**config.mk**
```make
export PLATFORM = sky130hd
export DESIGN_NAME = pulse_oximeter_frame_parser
export DESIGN_NICKNAME = d
export VERILOG_FILES = /design/src/rtl/pofp_pkg.sv /design/src/rtl/pofp_decode.sv /design/src/rtl/pulse_oximeter_frame_parser.sv
export SDC_FILE = /design/constraint.sdc
export NUM_CORES = 1
export LEC_CHECK = 0
export ABC_AREA = 1
export BUFFER_PORTS_ARGS = -buffer_cell sky130_fd_sc_hd__clkbuf_2
export CAP_MARGIN = 20
export CORE_MARGIN = 2
export CORE_UTILIZATION = 31
export CTS_CLUSTER_DIAMETER = 50
export DETAILED_ROUTE_END_ITERATION = 10
export HOLD_SLACK_MARGIN = 0.15
export PLACE_DENSITY_LB_ADDON = 0.12
export SLEW_MARGIN = 0
export SYNTH_ARGS = -nofsm -noshare
export SYNTH_HDL_FRONTEND = slang
export SYNTH_SLANG_ARGS = --single-unit
```
**constraint.sdc**
```tcl
create_clock -name clk_i -period 4.6 [get_ports clk_i]
set_clock_uncertainty 0.1 [all_clocks]
set_input_delay 0.92 -clock clk_i [delete_from_list [all_inputs] [get_ports clk_i]]
set_output_delay 0.92 -clock clk_i [all_outputs]
set_load 0.02 [all_outputs]
```
**src/rtl/pofp_pkg.sv**
```systemverilog
// Shared types and constants for the pulse oximeter frame parser.
// No dependencies; used by the decoder, the top level and the checker.
package pofp_pkg;

  // Data bytes after the header, and the index width of the byte store.
  localparam int unsigned DataLen = 4;
  localparam int unsigned PosW    = 2;

  localparam int unsigned SyncBit      = 7;
  localparam int unsigned SensorErrBit = 4;
  localparam int unsigned PulseHiBit   = 6;

  localparam logic [6:0] Spo2Invalid  = 7'h7F;
  localparam logic [7:0] PulseInvalid = 8'hFF;

  localparam logic [PosW-1:0] LastPos = PosW'(DataLen - 1);

  typedef struct packed {
    logic [6:0] spo2_percent;
    logic [7:0] pulse_rate;
    logic       sensor_error;
    logic       frame_bad;
  } result_t;

endpackage

```
**src/rtl/pofp_decode.sv**
```systemverilog
// Combinational decode of the four data bytes of one frame into a result.
// Depends on pofp_pkg for the result type and the invalid codes.
module pofp_decode (
  input  logic [7:0]       byte1_i,
  input  logic [7:0]       byte2_i,
  input  logic [7:0]       byte3_i,
  input  logic [7:0]       byte4_i,
  output pofp_pkg::result_t result_o
);

  logic bad;
  logic serr;

  // A data byte with the sync bit set means the frame lost alignment.
  assign bad  = byte1_i[pofp_pkg::SyncBit] | byte2_i[pofp_pkg::SyncBit] |
                byte3_i[pofp_pkg::SyncBit] | byte4_i[pofp_pkg::SyncBit];
  assign serr = bad | byte2_i[pofp_pkg::SensorErrBit];

  always_comb begin
    result_o.frame_bad    = bad;
    result_o.sensor_error = serr;
    if (serr) begin
      result_o.spo2_percent = pofp_pkg::Spo2Invalid;
      result_o.pulse_rate   = pofp_pkg::PulseInvalid;
    end else begin
      result_o.spo2_percent = byte4_i[6:0];
      result_o.pulse_rate   = {byte2_i[pofp_pkg::PulseHiBit], byte3_i[6:0]};
    end
  end

endmodule

```
**src/rtl/pulse_oximeter_frame_parser.sv**
```systemverilog
// Top level of the pulse oximeter frame parser: framing state, byte store,
// counter and output register. Depends on pofp_pkg and pofp_decode.
//
// Usage: received serial bytes enter one beat at a time on the input channel
// (in_valid_i, in_stall_o, rx_byte_i). While hunting, bytes without bit 7
// are dropped; the first byte with bit 7 set is the header. The following
// four bytes are data, whatever their value, and each bumps a wrapping
// 16-bit byte counter. The fourth data byte produces one result beat on the
// output channel (out_valid_o, out_stall_i and the decoded fields); all other
// bytes produce nothing.
// Throughput is one byte per cycle while in_stall_o is low. The result for the
// last data byte appears on the outputs the cycle after that byte is taken,
// straight from the output register.
// When the receiver stalls a waiting result, the result holds and in_stall_o
// rises, so only the output register sets the pace; bytes keep flowing
// whenever the output register is empty or being emptied.
// Reset (rst_ni low, asynchronous) returns the parser to hunting, clears the
// frame position and the byte counter and empties the output register.
module pulse_oximeter_frame_parser (
  input  logic        clk_i,
  input  logic        rst_ni,
  input  logic        in_valid_i,
  output logic        in_stall_o,
  input  logic [7:0]  rx_byte_i,
  output logic        out_valid_o,
  input  logic        out_stall_i,
  output logic [6:0]  spo2_percent_o,
  output logic [7:0]  pulse_rate_o,
  output logic        sensor_error_o,
  output logic        frame_bad_o,
  output logic [15:0] byte_count_o
);

  logic                          hunting_q, hunting_d;
  logic [pofp_pkg::PosW-1:0]     pos_q, pos_d;
  logic [15:0]                   count_q, count_d;
  logic [7:0]                    data_q [pofp_pkg::DataLen-1];
  logic                          out_valid_q, out_valid_d;
  pofp_pkg::result_t             result_q, result_d;
  logic [15:0]                   out_count_q;

  logic out_free;
  logic accept;
  logic store_byte;
  logic frame_done;

  // The output register can take a new result when empty or being drained.
  assign out_free   = !out_valid_q || !out_stall_i;
  assign in_stall_o = !out_free;
  assign accept     = in_valid_i && out_free;

  // Inside a frame, the last data byte completes it; earlier ones are kept.
  assign frame_done = accept && !hunting_q && (pos_q == pofp_pkg::LastPos);
  assign store_byte = accept && !hunting_q && (pos_q != pofp_pkg::LastPos);

  // The fourth data byte is decoded live, next to the three stored ones.
  pofp_decode u_decode (
    .byte1_i  (data_q[0]),
    .byte2_i  (data_q[1]),
    .byte3_i  (data_q[2]),
    .byte4_i  (rx_byte_i),
    .result_o (result_d)
  );

  always_comb begin
    hunting_d = hunting_q;
    pos_d     = pos_q;
    count_d   = count_q;
    if (accept) begin
      if (hunting_q) begin
        // Only a byte with the sync bit opens a frame.
        if (rx_byte_i[pofp_pkg::SyncBit]) begin
          hunting_d = 1'b0;
          pos_d     = '0;
        end
      end else begin
        count_d = count_q + 16'd1;
        if (pos_q == pofp_pkg::LastPos) begin
          hunting_d = 1'b1;
          pos_d     = '0;
        end else begin
          pos_d = pos_q + pofp_pkg::PosW'(1);
        end
      end
    end
  end

  always_comb begin
    if (out_free) begin
      out_valid_d = frame_done;
    end else begin
      out_valid_d = out_valid_q;
    end
  end

  always_ff @(posedge clk_i or negedge rst_ni) begin
    if (!rst_ni) begin
      hunting_q   <= 1'b1;
      pos_q       <= '0;
      count_q     <= '0;
      out_valid_q <= 1'b0;
    end else begin
      hunting_q   <= hunting_d;
      pos_q       <= pos_d;
      count_q     <= count_d;
      out_valid_q <= out_valid_d;
    end
  end

  // Payload registers: byte store and result, no reset needed.
  always_ff @(posedge clk_i) begin
    if (store_byte) begin
      data_q[pos_q] <= rx_byte_i;
    end
    if (frame_done) begin
      result_q    <= result_d;
      out_count_q <= count_d;
    end
  end

  assign out_valid_o    = out_valid_q;
  assign spo2_percent_o = result_q.spo2_percent;
  assign pulse_rate_o   = result_q.pulse_rate;
  assign sensor_error_o = result_q.sensor_error;
  assign frame_bad_o    = result_q.frame_bad;
  assign byte_count_o   = out_count_q;

endmodule

```
==> metrics.md, run 1 <==
| Metric | Value |
|---|---|
| CP max stage cell | `clkbuf_2` |
| Post-DR vias/cell | `~4.2` |
| Pwr dens | `about 470 nW/µm²` |
| R2r setup slk | `approximately 2.7 ns` |
| Final min period | `~2.3 ns` |
| Worst path cell trace | `clkbuf_2, nand2_2, inv_1, clkbuf_2` |
| Origin of the worst setup path | `out_stall_i` |
| Slew Viols, Final | `0` |
| Fmax | `approximately 430 MHz` |
| Row count | `33` |
| Actual slew at the worst max-slew pin | `0.964 ns` |
| Final cell count without fillers | `roughly 370` |
| # nets final | `278` |
| Post-CTS Setup Repair Bufs | `0` |
| Unrepaired setup endpoints after global routing | `no` |
| Crit path to | `in_stall_o` |
| Initial DRC Count | `52` |
| Pre-antenna DRT Iters | `5` |
| Worst-path fanout max | `4` |
| Crit path kind | `primary input to primary output` |
| DRC | `0` |
| Startpoint Class | `primary input` |
| FF/Latch Area | `between 1500 and 2000 µm²` |
| Slew HR | `0.356` |
| Resized cells post-CTS | `0` |
| GP Congestion | `0.713` |
| Clock Latency Late Sink | `0.33 ns` |
| CTS tree | `built` |
| Critical Path AT | `around 1.3 ns` |
| Detailed placement HPWL | `2930 µm` |
| Starting Density | `0.319` |
| CP peak stage delay | `roughly 0.15 ns` |
| Largest net degree at the start of global routing | `34` |
| Worst hold slack | `between 0.3 and 0.4 ns` |
| I/O Pins | `47` |
| Fin Setup TNS | `0 ns` |
| Initial antenna violation count | `0` |
| Die width | `roughly 96 µm` |
| Hold Path Class | `register to register` |
| WL final | `approximately 4300 µm` |
| Hold Vio Cnt, Final | `0` |
| Syn nets | `222` |
| Post-Syn Area | `about 2600 µm²` |
| Final ANT Viol Nets | `0` |
| CTS Buf Count | `9` |
| Status | `finished clean` |
| Critical Path Sink Type | `primary output` |
| Max-cap check violation count | `0` |
| Yosys reg bits | `between 60 and 70` |
| Post-DR wirelength/cell | `11.6 µm` |
| Vias in the first global route | `approximately 1500` |
| Area delta synth->final | `20.9%` |
| Setup-failing EPs final | `0` |
| Layout cell share with drive strength beyond 1 | `0.293` |
| Static leakage | `between 1 and 1.5 nW` |
| Clk buf depth | `2` |
| Crit Reg-Reg Startpoint | `pos_q[0]` |
| Number of instances in the placed design | `~360` |
| First-pass GRT wire length | `7000 µm` |
| Core area | `8180 µm²` |
| Area of the multi-input gates | `approximately 660 µm²` |
| Cell variety after synth | `26` |
| Clock Sinks | `65` |
| Antenna diodes | `0` |
| Clock slew at reported path FFs | `roughly 0.06 ns` |
| Worst Reg2Reg Path Length in Cells | `3` |
| Port Buf Inserts | `46` |
| Peak VDD IR | `184 µV` |
| Die area | `roughly 9200 µm²` |
| Final period util | `0.506` |
| CTS root buf | `clkbuf_8` |
| Top cell by count, worst path | `clkbuf_2` |
| Max H-tree Level | `3` |
| Yosys warns | `0` |
| GRT Total Usage | `0.104` |
| CP required | `about 3.6 ns` |
| Mapped Cells | `just over 200` |
| Number of fillers in the final layout | `~840` |
| Via count | `about 1500` |
| Reg2Reg Capture Point | `byte_count_o[7]` |
| Post-CTS Hold Fix Bufs | `0` |
| Die H | `approximately 96 µm` |
| Avg Inst Size Synth | `12.7 µm²` |
| GR Overflow Total | `0` |
| Sequential share of the synthesized area | `0.710` |
[worst min path at each step]
stage                     depth (start not counted)               to    startpoint
after floorplan                                   2      count_q[15]   count_q[15]
after global placement                            2      count_q[15]   count_q[15]
after detailed placement                          2      count_q[15]   count_q[15]
after CTS                                         1  pulse_rate_o[6]  data_q[2][6]
after global routing                              1  pulse_rate_o[1]  data_q[2][1]
final                                             1  pulse_rate_o[6]  data_q[2][6]
[sequential cells by signal, indices dropped and copies added (netlist names)]
name / flops
byte_count_o: 16
count_q: 16
data_q: 12
frame_bad_o: 1
hunting_q: 1
out_valid_o: 1
pos_q: 2
pulse_rate_o: 8
sensor_error_o: 1
spo2_percent_o: 7
[cells by family after synthesis]
| family | synth area share |
|---|---|
| AOI/OAI and AO/OA | 0.0230 |
| xor gates and xnor gates | 0.0201 |
| adders and majority gates | 0.0240 |
| buffers and inverters | 0.0393 |
| DFF | 0.710 |
| and+or+nand+nor | 0.184 |
[cells in the final DEF (no fill, tap or decap), types with 2 or more instances in the layout]
master    synthesis  routed
clkbuf_1          0       2
clkbuf_2          0      46
clkbuf_8          0      10
clkinv_2          1       3
dfrtp_1          19      19
edfxtp_1         45      45
ha_1              5       5
inv_1            22      22
nand2_1          37      37
nand2_2           3       3
nand2_4           2       2
nand3_1           9       9
nand3b_1          4       4
nor2_1           18      17
nor2_4            1       2
o21ai_0           8       8
o21bai_1          2       2
or2_1             9       9
or2_2             6       6
xnor2_1           3       3
xor2_1            3       3
[worst max-delay path: cells and delay by family]
family        cells  cell delay [ns]
simple gates      1             0.11
buf+inv           3             0.28
[power by group]
group,internal (mW),total (mW),switching (mW),leakage (nW)
logic,0.0800,0.247,0.167,0.583
registers,0.730,0.778,0.0480,0.621
clock network,0.262,0.467,0.205,0.0978
[cells in the mapped netlist (all sizes together)]
| cell | n | area [µm²] |
|---|---|---|
| o21ai | 8 | 40.0 |
| nand2 | 42 | 180 |
| nor2 | 21 | 105 |
| clkinv | 1 | 5.00 |
| o21bai | 2 | 15.0 |
| buf | 1 | 11.3 |
| edfxtp | 45 | 1350 |
| inv | 23 | 86.3 |
| dfstp | 1 | 26.3 |
| nand3 | 9 | 45.0 |
| or2 | 15 | 93.8 |
| nor3 | 1 | 5.00 |
| nand3b | 5 | 50.1 |
| xnor2 | 3 | 26.3 |
| a21oi | 1 | 5.00 |
| dfrtp | 19 | 475 |
| ha | 5 | 62.6 |
| xor2 | 3 | 26.3 |
[stage by stage]
stage               utilization  cell area [µm²]  power (mW)  worst slack, ns
floorplan                     -             2610       0.964             1.51
global placement          0.363             2970        1.04             2.02
detailed placement        0.363             2970        1.04             2.02
CTS                       0.386             3160        1.52             2.27
global route              0.386             3160        1.58             2.25
finish                    0.386             3160        1.49             2.27
[area by class of cell]
type / count / area share
sequential: 65 / 0.587
multi-input combinational: 115 / 0.210
timing repair buffer: 46 / 0.0729
clock buffer: 12 / 0.0460
tap: 105 / 0.0416
inverter: 24 / 0.0289
clock inverter: 4 / 0.0139
[per-layer routing]
layer | track usage | share of wire | vias to the layer above
met2 | 0.163 | 0.46 | 38
met3 | 0.0368 | 0.054 | 7
met5 | 0 | 0 | -
li1 | - | - | 785
met4 | 0.0571 | 0.015 | 0
met1 | 0.126 | 0.47 | 719
Note: power is estimated with default switching activity, not from simulation.
==> run 2, diff against run 1 <==
clock period = 2.3 ns   (was 4.6 ns; I/O delays follow)
==> run 2 against run 1 <==
- worst setup slack worse by 1.6 ns
- via count down 1.7%
- core utilization up 0.75 points
- total power rose by 110%
- design area increased by 1.9%
- wire length increased by 2.7%
- hold slack got worse by 0.19 ns
- final cell count is 1.1% higher
- critical path type is now register to primary output
- clock power rose by 130%
==> metrics.md, run 2 (synthesis results as in run 1) <==
| Metric | Value |
|---|---|
| Status | `finished clean (unchanged)` |
| Origin of the worst setup path | `out_valid_o (was out_stall_i)` |
| Static leakage | `1.33 nW (was 1.30 nW)` |
| Largest net degree at the start of global routing | `21 (was 34)` |
| Row count | `33 (unchanged)` |
| Clock Sinks | `65 (unchanged)` |
| Max H-tree Level | `3 (unchanged)` |
| Vias in the first global route | `1591 (was 1515)` |
| Die width | `95.8 µm (unchanged)` |
| Hold Path Class | `primary input to register (was register to register)` |
| CP required | `1.74 ns (was 3.58 ns)` |
| GRT Total Usage | `0.114 (was 0.104)` |
| Unrepaired setup endpoints after global routing | `no (unchanged)` |
| Starting Density | `0.319 (unchanged)` |
| Layout cell share with drive strength beyond 1 | `0.307 (was 0.293)` |
| R2r setup slk | `0.73 ns (was 2.69 ns)` |
| I/O Pins | `47 (unchanged)` |
| First-pass GRT wire length | `7580 µm (was 7000 µm)` |
| Worst-path fanout max | `4 (unchanged)` |
| Slew HR | `0.649 (was 0.356)` |
| Final ANT Viol Nets | `0 (unchanged)` |
| Initial DRC Count | `58 (was 52)` |
| Area delta synth->final | `23.3% (was 20.9%)` |
| Core area | `8180 µm² (unchanged)` |
| Post-DR wirelength/cell | `11.8 µm (was 11.6 µm)` |
| Port Buf Inserts | `46 (unchanged)` |
| Clock slew at reported path FFs | `0.08 ns (was 0.06 ns)` |
| Post-DP Area | `2990 µm² (was 2970 µm²)` |
| Antenna diodes | `0 (unchanged)` |
| Max-cap check violation count | `0 (unchanged)` |
| WL final | `4440 µm (was 4320 µm)` |
| Fin Setup TNS | `0 ns (unchanged)` |
| Startpoint Class | `register (was primary input)` |
| Detailed placement HPWL | `3040 µm (was 2930 µm)` |
| CTS Buf Count | `9 (unchanged)` |
| Worst path cell trace | `nand2_2, inv_1, clkbuf_2 (was clkbuf_2, nand2_2, inv_1, clkbuf_2)` |
| Fmax | `~620 MHz` |
| GR Overflow Total | `0 (unchanged)` |
| Post-CTS Setup Repair Bufs | `0 (unchanged)` |
| Hold_sp | `rx_byte_i[5] (was data_q[2][6])` |
| DRC | `0 (unchanged)` |
| Setup-failing EPs final | `0 (unchanged)` |
| Most frequent cells in the layout | `46 x clkbuf_2, 45 x edfxtp_1, 37 x nand2_1, 22 x inv_1, 19 x dfrtp_1 (unchanged)` |
| Crit path kind | `register to primary output (was primary input to primary output)` |
| # nets final | `282 (was 278)` |
| Initial antenna violation count | `0 (unchanged)` |
| Peak VDD IR | `482 µV (was 184 µV)` |
| Final period util | `0.697` |
| Commonest non-fill, non-tap cell in the layout | `clkbuf_2 (unchanged)` |
| GP Congestion | `0.738 (was 0.713)` |
| Final min period | `between 1.5 and 2 ns` |
| Slew Viols, Final | `0 (unchanged)` |
| Critical Path Sink Type | `primary output (unchanged)` |
| Clk buf depth | `2 (unchanged)` |
| CTS tree | `built (unchanged)` |
| CP max stage cell | `dfrtp_1 (was clkbuf_2)` |
| Clock Latency Late Sink | `0.34 ns (was 0.33 ns)` |
| Post-DR vias/cell | `4.06 (was 4.18)` |
| Actual slew at the worst max-slew pin | `0.526 ns (was 0.964 ns)` |
| Critical Path AT | `1.04 ns (was 1.31 ns)` |
| Crit Reg-Reg Startpoint | `out_valid_o (was pos_q[0])` |
| Via count | `1523 (was 1549)` |
| Die area | `9170 µm² (unchanged)` |
| CP peak stage delay | `0.39 ns (was 0.15 ns)` |
| Pre-antenna DRT Iters | `4 (was 5)` |
| Worst hold slack | `0.204 ns (was 0.399 ns)` |
| Hold Vio Cnt, Final | `0 (unchanged)` |
| CTS root buf | `clkbuf_8 (unchanged)` |
| Die H | `95.8 µm (unchanged)` |
| Pwr dens | `974 nW/µm² (was 472 nW/µm²)` |
| Post-route cell area | `3220 µm² (was 3160 µm²)` |
## run 2: report_power, final
part | switching, mW | internal, mW
Clock | 0.459 | 0.610
Combinational | 0.341 | 0.173
Sequential | 0.0939 | 1.46
## run 2: path summary, 6_finish.rpt
| kind | end | depth (start not counted) |
|---|---|---|
| setup reg to reg | data_q[2][4] | 6 |
| hold / removal | data_q[2][5] | 1 |
| max in group asynchronous | hunting_q | 2 |
| setup / recovery | in_stall_o | 3 |
| min in group asynchronous | out_valid_o | 2 |
| hold reg to reg | pulse_rate_o[4] | 1 |
## run 2: final cells by class
class | count | area, µm²
clock buffers | 9 | 124
clock inverters | 7 | 93.8
fillers | 812 | 4960
inverters | 24 | 91.3
multi-input cells | 115 | 662
flip-flops and latches | 65 | 1850
well taps | 105 | 131
repair buffers | 50 | 263
## run 2: per-stage QoR
step | setup slack, ns | cells | total power, mW | util
final | 0.697 | 375 | 3.13 | 0.394
after detailed placement | 0.549 | 358 | 2.10 | 0.366
after global placement | 0.572 | 358 | 2.10 | 0.366
after global routing | 0.612 | 375 | 3.32 | 0.394
after CTS | 0.673 | 375 | 3.19 | 0.394
after floorplan | 0.200 | 205 | 1.93 | -
## run 2: worst max-delay path, delay by kind of cell, from the launching register on
family	cells	cell delay, ns
DFF	1	0.39
buffers and inverters	2	0.20
and+or+nand+nor	1	0.11
## run 2: routing by layer
| layer | part of all wire | track usage | up-vias |
|---|---|---|---|
| li1 | - | - | 791 |
| met1 | 0.45 | 0.142 | 685 |
| met2 | 0.46 | 0.174 | 38 |
| met3 | 0.061 | 0.0368 | 9 |
| met4 | 0.024 | 0.0679 | 0 |
| met5 | 0 | 0 | - |
## run 2: repair_timing
action                                 4_1_cts  5_1_grt
endpoints found under the hold margin       19        0
gates resized for setup                      0        0
hold buffers                                 1        0
==> run 3, diff against run 2 <==
ABC_AREA = 0   (was 1)
clock period = 1.3 ns   (was 2.3 ns; I/O delays follow)
==> run 3 against run 2 <==
- the run now ends with negative setup slack left
- core utilization grew 14 points
- critical path depth is 3 higher
- non-clock buffer count up 60
- area after synthesis fell by 5.7%
- first-iteration DRC count fell by 24%
- design area up 29%
- sequential share of layout area down 13 points
- sequential power up 83%
- hold slack better by 0.0082 ns
- critical endpoint is now byte_count_o[15]
- largest power group unchanged
==> metrics.md, run 3 <==
| Metric | Value |
|---|---|
| # nets final | `288 (was 282)` |
| Pwr dens | `1740 nW/µm² (was 974 nW/µm²)` |
| Port Buf Inserts | `46 (unchanged)` |
| Starting Density | `0.318 (was 0.319)` |
| Mapped Cells | `151 (was 205)` |
| Layout cell share with drive strength beyond 1 | `0.645 (was 0.307)` |
| Clock slew at reported path FFs | `0.07 ns (was 0.08 ns)` |
| GP Congestion | `0.740 (was 0.738)` |
| Failing checks | `negative setup slack` |
| Vias in the first global route | `1759 (was 1591)` |
| CP required | `1.29 ns (was 1.74 ns)` |
| Via count | `1668 (was 1523)` |
| Startpoint Class | `register (unchanged)` |
| Clk buf depth | `2 (unchanged)` |
| Synth Flop Type | `edfxtp_1 (unchanged)` |
| Crit path kind | `register to register (was register to primary output)` |
| Die width | `93.1 µm (was 95.8 µm)` |
| Hold Vio Cnt, Final | `0 (unchanged)` |
| Most common cell in the netlist | `edfxtp_1 (unchanged)` |
| I/O Pins | `47 (unchanged)` |
| Share of the synthesized area in the top cell type | `0.549 (was 0.518)` |
| Commonest non-fill, non-tap cell in the layout | `edfxtp_1 (was clkbuf_2)` |
| Worst path cell trace | `a21bo_4, buf_6, nor3_4, buf_6, nand4_1, xnor2_2 (was nand2_2, inv_1, clkbuf_2)` |
| Max-cap check violation count | `0 (unchanged)` |
| Core area | `7730 µm² (was 8180 µm²)` |
| Die H | `93.1 µm (was 95.8 µm)` |
| CP peak stage delay | `0.41 ns (was 0.39 ns)` |
| Peak VDD IR | `677 µV (was 482 µV)` |
| Max H-tree Level | `3 (unchanged)` |
| Final ANT Viol Nets | `0 (unchanged)` |
| Largest net degree at the start of global routing | `21 (unchanged)` |
| Fmax | `a little under 600 MHz` |
| Slew Viols, Final | `0 (unchanged)` |
| Row count | `32 (was 33)` |
| CTS root buf | `clkbuf_8 (unchanged)` |
| GR Overflow Total | `0 (unchanged)` |
| DRC | `0 (unchanged)` |
| Syn nets | `168 (was 222)` |
| Largest cells by area after synthesis | `edfxtp_1 55%, dfrtp_1 19%, xnor2_1 3.9% (was edfxtp_1 52%, dfrtp_1 18%, nand2_1 5.3%)` |
| Area of the multi-input gates | `973 µm² (was 662 µm²)` |
| Clock Sinks | `65 (unchanged)` |
| Actual slew at the worst max-slew pin | `0.531 ns (was 0.526 ns)` |
| CTS Buf Count | `9 (unchanged)` |
| Top cell by count, worst path | `buf_6` |
| Static leakage | `1.69 nW (was 1.33 nW)` |
| Clock Latency Late Sink | `0.34 ns (about the same)` |
| Most frequent cells in the layout | `45 x edfxtp_1, 43 x clkbuf_2, 28 x buf_4, 21 x buf_6, 18 x dfrtp_1 (was 46 x clkbuf_2, 45 x edfxtp_1, 37 x nand2_1, 22 x inv_1, 19 x dfrtp_1)` |
| Antenna diodes | `0 (unchanged)` |
| Cell variety after synth | `30 (was 26)` |
| Yosys reg bits | `65 (unchanged)` |
| WL final | `5620 µm (was 4440 µm)` |
| Post-layout util | `0.537 (was 0.394)` |
| Worst-path fanout max | `6 (was 4)` |
| CTS tree | `built (unchanged)` |
| Yosys warns | `0 (unchanged)` |
| EDFF count, synth | `45 (unchanged)` |
| First-pass GRT wire length | `8500 µm (was 7580 µm)` |
| Top post-synthesis cells by count | `45 x edfxtp_1, 19 x dfrtp_1, 11 x xnor2_1, 8 x or3_1 (was 45 x edfxtp_1, 37 x nand2_1, 22 x inv_1, 19 x dfrtp_1, 18 x nor2_1)` |
| Initial DRC Count | `44 (was 58)` |
| Async set-reset flop share out of synthesis | `0.308 (unchanged)` |
| GRT Total Usage | `0.134 (was 0.114)` |
| Avg Inst Size Synth | `16.3 µm² (was 12.7 µm²)` |
| Critical Path AT | `1.71 ns (was 1.04 ns)` |
| Unrepaired setup endpoints after global routing | `yes (was no)` |
| Setup-failing EPs final | `100 (was 0)` |
| Post-Syn Area | `2460 µm² (was 2610 µm²)` |
| Fin Setup TNS | `-30.91 ns (was 0 ns)` |
| Post-route cell area | `4150 µm² (was 3220 µm²)` |
| Post-DP Area | `3130 µm² (was 2990 µm²)` |
| Dpl ws | `-0.489 ns (was 0.549 ns)` |
| Post-DR vias/cell | `4.41 (was 4.06)` |
| Pre-antenna DRT Iters | `4 (unchanged)` |
| Post-DR wirelength/cell | `14.9 µm (was 11.8 µm)` |
| Die area | `8670 µm² (was 9170 µm²)` |
| Sequential share of the synthesized area | `0.753 (was 0.710)` |
| Detailed placement HPWL | `3140 µm (was 3040 µm)` |
| CP max stage cell | `dfrtp_2 (was dfrtp_1)` |
| Number of fillers in the final layout | `636 (was 812)` |
| Area delta synth->final | `68.5% (was 23.3%)` |
| Final period util | `1.32` |
| Slew HR | `0.646 (was 0.649)` |
| Critical Path Sink Type | `register (was primary output)` |
| Final min period | `1.72 ns` |
| Hold Path Class | `primary input to register (unchanged)` |
| Initial antenna violation count | `0 (unchanged)` |
| Final worst setup slack | `-0.421 ns (was 0.697 ns)` |
| Area leader, netlist | `edfxtp_1 (unchanged)` |
| FF/Latch Area | `1850 µm² (about the same)` |
| Status | `complete, but fails checks (was finished clean)` |
## run 3: cell types whose count changed in the layout (fill, tap and decap cells not counted), sizes merged, moves of 5 or more
cell / delta
nor2: -18
nand3b: -5
dlygate4sd3: +7
o21ai: -7
nand3: -5
or2: -13
buf: +55
and2: +5
or3: +16
inv: -18
nand2: -35
xnor2: +8
## run 3: report_power, final
part           switching (mW)  total [mW]  internal (mW)  leakage [nW]
Sequential              0.216        2.84           2.62         0.624
Combinational            1.09        2.43           1.34         0.964
Clock                   0.797        1.93           1.13         0.105
Total                    2.11        7.20           5.10          1.69
## run 3: worst paths after layout
kind | startpoint | end | slack, ns | cells past startpoint
max | out_valid_o | byte_count_o[15] | -0.42 | 6
min | rx_byte_i[7] | data_q[2][7] | 0.21 | 2
max reg2reg | out_valid_o | byte_count_o[15] | -0.42 | 6
min reg2reg | count_q[15] | count_q[15] | 0.39 | 1
max in group asynchronous | rst_ni | out_valid_o | 0.39 | 2
min in group asynchronous | rst_ni | count_q[15] | 0.32 | 2
## run 3: routing by layer
layer	global-route usage	vias to the layer above	wire length (µm)
met5	0	-	0
met4	0.0760	0	159
li1	-	794	-
met2	0.243	45	3080
met1	0.143	813	2110
met3	0.0330	16	272
## run 3: critical path, delay by kind of cell, from the launching register on
kind / cells / cell delay (ns)
flip-flops: 1 / 0.41
buffers and inverters: 2 / 0.28
AND/OR/NAND/NOR: 2 / 0.26
AO/OA/AOI/OAI: 1 / 0.25
XOR/XNOR: 1 / 0.17
## run 3: stage by stage
| stage | cells | power (mW) | hold slack (ns) |
|---|---|---|---|
| 6_report | 378 | 7.20 | 0.213 |
| 5_1_grt | 378 | 7.55 | 0.201 |
| 4_1_cts | 371 | 6.96 | 0.196 |
| 3_5_place_dp | 328 | 4.26 | 0.165 |
| 3_3_place_gp | 328 | 4.20 | 0.160 |
| 2_1_floorplan | 151 | 3.54 | -0.136 |
## run 3: layout make-up
class	count	area share
Sequential cell	65	0.447
Tap cell	102	0.0308
Clock buffer	10	0.0332
Multi-Input combinational cell	79	0.235
Clock inverter	6	0.0220
Inverter	6	0.00543
Timing Repair Buffer	110	0.227
## run 3: cells by family after synthesis
logic type      count (synthesis)  share of synthesized area
flops                          65                      0.753
fa+ha+maj                       5                     0.0254
buf+inv                         8                     0.0152
compound gates                  4                     0.0117
mux                             2                    0.00915
simple gates                   52                      0.132
xor+xnor                       15                     0.0534
## run 3: timing repair
item	CTS	global route
gates cloned	5	1
pin swaps	20	10
endpoints found under the setup margin	100	101
setup buffers	15	13
endpoints found under the hold margin	34	0
resized for setup	66	35
hold buffers	8	0
